`config.mk`:
```
export PLATFORM = sky130hd
export DESIGN_NAME = mbs_queue
export DESIGN_NICKNAME = d
export VERILOG_FILES = /design/src/rtl/mbs_pkg.sv /design/src/rtl/mbs_queue.sv
export SDC_FILE = /design/constraint.sdc
export NUM_CORES = 1
export LEC_CHECK = 0
export BUFFER_PORTS_ARGS = -buffer_cell sky130_fd_sc_hd__buf_2
export CORE_ASPECT_RATIO = 0.6
export CORE_UTILIZATION = 35
export CTS_CLUSTER_DIAMETER = 30
export DETAILED_ROUTE_END_ITERATION = 6
export RECOVER_POWER = 50
export REMOVE_ABC_BUFFERS = 1
export SETUP_SLACK_MARGIN = 0.05
export SYNTH_ARGS = -nofsm -noshare
export SYNTH_HDL_FRONTEND = slang
export SYNTH_SLANG_ARGS = --single-unit
```
`constraint.sdc`:
```
create_clock -name clk -period 7.95 [get_ports clk]
set_clock_uncertainty 0.2 [all_clocks]
set_input_delay 1.59 -clock clk [delete_from_list [all_inputs] [get_ports clk]]
set_output_delay 1.59 -clock clk [all_outputs]
set_load 0.05 [all_outputs]
```
`src/rtl/mbs_pkg.sv`:
```
// Shared types, constants and codes of the melody and bytebeat sample source.
// Used by every module of the block; depends on nothing.
`timescale 1ns / 1ps

package mbs_pkg;

  // Storage sizes. Both depths are powers of two so that the sample address wraps by masking.
  localparam int SAMPLE_DEPTH = 4096;
  localparam int MELODY_DEPTH = 256;
  localparam int SAMPLE_AW    = $clog2(SAMPLE_DEPTH);
  localparam int MELODY_AW    = $clog2(MELODY_DEPTH);

  // Field and state widths.
  localparam int ADDR_W   = 12;
  localparam int SMP_W    = 16;
  localparam int START_W  = 12;
  localparam int TLEN_W   = 13;
  localparam int DUR_W    = 16;
  localparam int MPOS_W   = 9;
  localparam int RPT_W    = 22;
  localparam int BEAT_W   = 16;
  localparam int PROD_W   = RPT_W + TLEN_W;
  localparam int ENTRY_W  = START_W + TLEN_W + DUR_W;
  localparam int CFG_IW   = 1;
  localparam int CFG_DW   = 9;

  // Bytebeat constants.
  localparam logic [BEAT_W-1:0] BEAT1_LAST = 16'd8095;

  // Input kinds.
  localparam logic [1:0] KIND_TICK      = 2'd0;
  localparam logic [1:0] KIND_WR_SAMPLE = 2'd1;
  localparam logic [1:0] KIND_WR_MELODY = 2'd2;
  localparam logic [1:0] KIND_RESTART   = 2'd3;

  // Operations handed from the front to the back.
  localparam logic [1:0] OP_TICK      = 2'd0;
  localparam logic [1:0] OP_WR_SAMPLE = 2'd1;
  localparam logic [1:0] OP_WR_MELODY = 2'd2;
  localparam logic [1:0] OP_RESTART   = 2'd3;

  // Source modes.
  localparam logic [1:0] MODE_BEAT1 = 2'd1;
  localparam logic [1:0] MODE_BEAT2 = 2'd2;

  // Configuration register indexes.
  localparam logic [CFG_IW-1:0] CFG_SOURCE_MODE   = 1'd0;
  localparam logic [CFG_IW-1:0] CFG_MELODY_LENGTH = 1'd1;

  typedef struct packed {
    logic [1:0]         kind;
    logic [ADDR_W-1:0]  address;
    logic [SMP_W-1:0]   sample_value;
    logic [START_W-1:0] tone_start;
    logic [TLEN_W-1:0]  tone_length;
    logic [DUR_W-1:0]   duration;
  } in_item_t;

  typedef struct packed {
    logic [SMP_W-1:0] sample;
    logic             song_done;
  } out_item_t;

  typedef struct packed {
    logic [1:0]         op;
    logic [ADDR_W-1:0]  address;
    logic [SMP_W-1:0]   sample_value;
    logic [START_W-1:0] tone_start;
    logic [TLEN_W-1:0]  tone_length;
    logic [DUR_W-1:0]   duration;
  } q_item_t;

  typedef struct packed {
    logic full;
    logic empty;
  } q_stat_t;

endpackage

```
`src/rtl/mbs_queue.sv`:
```
// Four-entry register queue between the front and the back.
// Uses mbs_pkg for the entry and status types.
`timescale 1ns / 1ps

module mbs_queue (
  input  logic             clk,
  input  logic             rst_n,
  input  logic             push,
  input  mbs_pkg::q_item_t push_data,
  input  logic             pop,
  output mbs_pkg::q_item_t pop_data,
  output mbs_pkg::q_stat_t q_stat
);
  import mbs_pkg::*;

  localparam int QDEPTH = 4;
  localparam int QAW    = $clog2(QDEPTH);

  q_item_t          entries_r [QDEPTH];
  logic [QAW-1:0]   wr_ptr_r, wr_ptr_nxt;
  logic [QAW-1:0]   rd_ptr_r, rd_ptr_nxt;
  logic [QAW:0]     count_r, count_nxt;
  logic             do_push, do_pop;

  assign q_stat.full  = (count_r == (QAW+1)'(QDEPTH));
  assign q_stat.empty = (count_r == '0);
  assign do_push      = push && !q_stat.full;
  assign do_pop       = pop && !q_stat.empty;
  assign pop_data     = entries_r[rd_ptr_r];

  always_comb begin
    wr_ptr_nxt = do_push ? wr_ptr_r + 1'b1 : wr_ptr_r;
    rd_ptr_nxt = do_pop ? rd_ptr_r + 1'b1 : rd_ptr_r;
    count_nxt  = count_r;
    if (do_push && !do_pop) begin
      count_nxt = count_r + 1'b1;
    end else if (do_pop && !do_push) begin
      count_nxt = count_r - 1'b1;
    end
  end

  always_ff @(posedge clk) begin
    if (!rst_n) begin
      wr_ptr_r <= '0;
      rd_ptr_r <= '0;
      count_r  <= '0;
    end else begin
      wr_ptr_r <= wr_ptr_nxt;
      rd_ptr_r <= rd_ptr_nxt;
      count_r  <= count_nxt;
    end
  end

  always_ff @(posedge clk) begin
    if (do_push) begin
      entries_r[wr_ptr_r] <= push_data;
    end
  end

endmodule

```
Yosys cells after proc, flatten, opt, wreduce, memory -nomap -nowiden
Memory sizes are Yosys's and may differ from the RTL's. A register that Yosys moved wholly into a read port is not among the register bits. Index checks and enable logic that the tools add are counted.

Register bits: 7. Bits in writable memories: 284. Output and inout bits: 73. Word-level logic and storage cells: 25. Memories kept: 1.

Add/sub/neg operators: 4. Equality and inequality tests: 1. Mux-type cells: 6. Reductions and logical operators: 10.

Memory list: entries_r (words 4, width 71, read ports 1, clocked after memory_dff 1, wr ports 1, RTL line mbs_queue.sv:19) `q_item_t entries_r [QDEPTH];`.

Operator list (number): 2-to-1 mux 3 bit (2); adder 2 x 1 -> 2 bit, second input constant (2); logical AND 1 bit (4); zero test 1 bit (4); 2-to-1 mux 2 bit (2); adder 3 x 1 -> 3 bit, second input constant (1); equality test 3 bit, second input constant (1); zero test 3 bit (1); subtractor 3 x 1 -> 3 bit, second input constant (1); 2-to-1 mux 1 bit (2); nonzero test 2 bit (1).

Longest topological paths before layout
Depth in word-level cells: 7. Gate-level depth with buffers: 9.

Worst setup path before layout
OpenSTA, ideal clock, no wires.

Kind: input port to flip-flop. Start point: input port push. End point: memory entries_r[0][0] (netlist name), enable pin. Arrival time: 3.544 ns. Required time: 7.313 ns. Slack: 3.769 ns. Cell stages on the path: 3. Path buffers: 1. Cells stage by stage: nor2b_1 > buf_2 > and2_1.

Longest elaborated chain between the ends: 3.

RTL lines: start: declaration (RTL line mbs_queue.sv:8) `input logic push,`; logical AND 1 bit (RTL line mbs_queue.sv:27) `assign do_push = push && !q_stat.full;`; via do_push (RTL line mbs_queue.sv:23) `logic do_push, do_pop;`; 2-to-1 mux 1 bit (RTL line mbs_queue.sv:55) `if (do_push) begin`; 2-to-1 mux 1 bit (not written as such) (RTL line mbs_queue.sv:56) `entries_r[wr_ptr_r] <= push_data;`; end: declaration (RTL line mbs_queue.sv:19).

The timed path passes the listed nets, and every way through them passes these cells.

Final worst setup path
Start point: input port push. End point: memory entries_r[2][29] (netlist name), enable pin.

Longest elaborated chain between the ends: 3.

RTL lines (RTL line): logical AND 1 bit (mbs_queue.sv:27); 2-to-1 mux 1 bit (mbs_queue.sv:55); 2-to-1 mux 1 bit (not written as such) (mbs_queue.sv:56).

Every way passes these cells.

==> flow_summary.yaml <==
cts:
  cts.clk_slew.worst_paths_ns: 0.05
  cts_tree: "done"
  postCtsSetupBuffers: 0
  cts_hold_buffers: 0
  numCtsBuffers: 43
  cts-root-buf: "clkbuf_16"
  clock_sinks: 293
  htreeDepth: 2
  clkLatencyLatePin_ns: 0.53
  cts_resized: 0
  cts_buffer_depth: 3
sta:
  whs_ns: 0.3150
  tns_ns: 0
  slew_headroom_pct: -94.49
  hold_viol: 0
  slew_viol_final: 68
  rsz0062_at_grt: "false"
  fmax_mhz: 194.0
  finalCriticalPeriod_ns: 5.154
  worst_slew_pin_slew_ns: 2.916
  fin_crit_sh_pct: 64.83
  setup_viol: 0
run:
  drv_cap: 2
final_layout:
  nFillCells: 2650
  drive_above_1_share_pct: 35.29
  fin_nets: 679
  area_growth_pct: 22.86
critical_path:
  critPathLaunchType: "input port"
  cp.arrival_ns: 5.12
  crit_path_end: "entries_r[2][29]"
  r2r_end: "entries_r[2][29]"
  rr_worst_depth: 4
  cp.required_ns: 7.92
  critPathCaptureType: "register"
  reg2reg_slack_ns: 3.38
  worst-path-max-fanout: 37
  path_class: "in -> reg"
  r2r-start: "count_r[0]"
  cp-startpoint: "push"
logic_synthesis:
  synth_seq_cells: 293
  ys_async_sr_fraction_pct: 0
  seq_area_frac_synth_pct: 80.63
  yosys.area.top_type: "edfxtp_1"
  syn_area_um2: 10800
  synth_edf_count: 284
  synth_commonest_cells: "edfxtp_1 (284), mux4_2 (71), dfxtp_1 (9)"
  yosysWarningCount: 0
  ys_top_cells_by_area: "edfxtp_1 (79%), mux4_2 (15%), dfxtp_1 (1.7%), buf_12 (1.3%), ha_1 (0.58%)"
  yosysUniqueCellTypes: 23
  syn_inst: 419
  synth_top_area_share_pct: 78.96
  ys.flop_type: "edfxtp_1"
  syn_area_per_cell_um2: 25.78
  yosysMostFrequentCell: "edfxtp_1"
pwr:
  irDropWorstVdd_v: 0.0001942
  powerDensity_nw_per_um2: 399.7
  power.leakage_uw: 0.004306
routing:
  first_iter_violations: 274
  drtPass1Iterations: 4
  avgViaCountPerCell: 4.796
  drc: 0
  post_drt_wl_per_cell_um: 20.17
  vias: 4978
  wl_um: 20930
  antenna_left: 0
floorplanning:
  top_level_ports: 148
  die_x_um: 228.8
  die_area_um2: 31590
  coreArea_um2: 30160
  rows: 49
  initial_utilization_pct: 35.81
  fp.dieH_um: 138.1
global_route:
  grt_usage_pct: 13.38
  overflow: 0
  grt_max_degree: 72
  grt_pass1_wl_um: 31530
  grt_pass1_vias: 5341
  antenna_found_initial: 2
run_status:
  status: "finished, violations left"
  failed_checks: "max-capacitance violations, max-slew violations"
min_path:
  whs_path_depth: 2
  hp-class: "reg -> reg"
place:
  hpwl_um: 12250
  place.gp.congestion: 0.6878
  numPortBuffers: 147
[kinds of logic (layout without fill, tap and decap cells)]
group / Yosys count / in the layout / share of synthesized area, %
other cells: 0 / 1 / 0
xor+xnor: 4 / 4 / 0.3244
compound gates: 4 / 4 / 0.3128
fa+ha+maj: 6 / 6 / 0.7646
buf+inv: 21 / 231 / 1.946
simple gates: 17 / 17 / 0.9383
mux: 74 / 74 / 15.08
flops: 293 / 293 / 80.63
[flip-flops by register name (all words and copies together) (netlist names), named ones only]
name,cells
entries_r,284
count_r,3
rd_ptr_r,2
wr_ptr_r,2
[how the worst min path moves through the flow]
stage	end	startpoint	slack [ns]
after floorplan	wr_ptr_r[1]	wr_ptr_r[1]	0.27
final	wr_ptr_r[0]	wr_ptr_r[0]	0.32
after global routing	wr_ptr_r[0]	wr_ptr_r[0]	0.34
after CTS	wr_ptr_r[0]	wr_ptr_r[0]	0.32
after global placement	wr_ptr_r[1]	wr_ptr_r[1]	0.28
after detailed placement	wr_ptr_r[1]	wr_ptr_r[1]	0.31
[cells in the final DEF, fill, tap and decap left out, types with 6 or more instances in the layout]
master	netlist	routed
edfxtp_1	284	284
mux4_2	71	71
clkbuf_16	0	45
clkbuf_1	2	76
bufinv_16	0	7
dfxtp_1	9	7
clkinv_1	0	6
clkinv_2	0	7
buf_2	8	76
[layout make-up]
type / instances / area [µm²] / share of cell area, %
Inverter: 3 / 11.26 / 0.08487
Clock inverter: 26 / 317.8 / 2.395
Tap cell: 408 / 510.5 / 3.847
Timing Repair Buffer: 152 / 684.4 / 5.158
Antenna cell: 1 / 2.502 / 0.01886
Multi-Input combinational cell: 105 / 1882 / 14.18
Sequential cell: 293 / 8716 / 65.69
Clock buffer: 50 / 1145 / 8.628
[per-stage QoR]
step	utilization, %	worst slack [ns]	cell area, µm²	power (µW)	cells
global placement	39.46	3.595	11900	3429	961
CTS	44.31	2.972	13370	5389	1037
floorplan	-	2.339	10600	3116	401
global route	43.98	2.419	13270	5499	1037
finish	43.99	2.796	13270	5304	1038
detailed placement	39.46	3.545	11900	3458	961
[critical path: stages]
cell,delay [ns]
buf_2,0.07
nor2b_1,0.47
and2_0,2.20
buf_4,0.77
[layer usage]
| metal | wire length, µm | GRT usage (%) |
|---|---|---|
| met5 | 11 | 0 |
| met4 | 534 | 5.298 |
| met3 | 1716 | 5.074 |
| met2 | 9653 | 20.40 |
| met1 | 9016 | 17.35 |
[where the power goes]
part / switching, µW / total [µW] / internal [µW] / leakage [µW]
Combinational: 950 / 1380 / 432 / 0.000913
Clock: 655 / 1910 / 1260 / 0.000715
Sequential: 130 / 2010 / 1880 / 0.00268
Note: power is estimated with default switching activity, not from simulation.
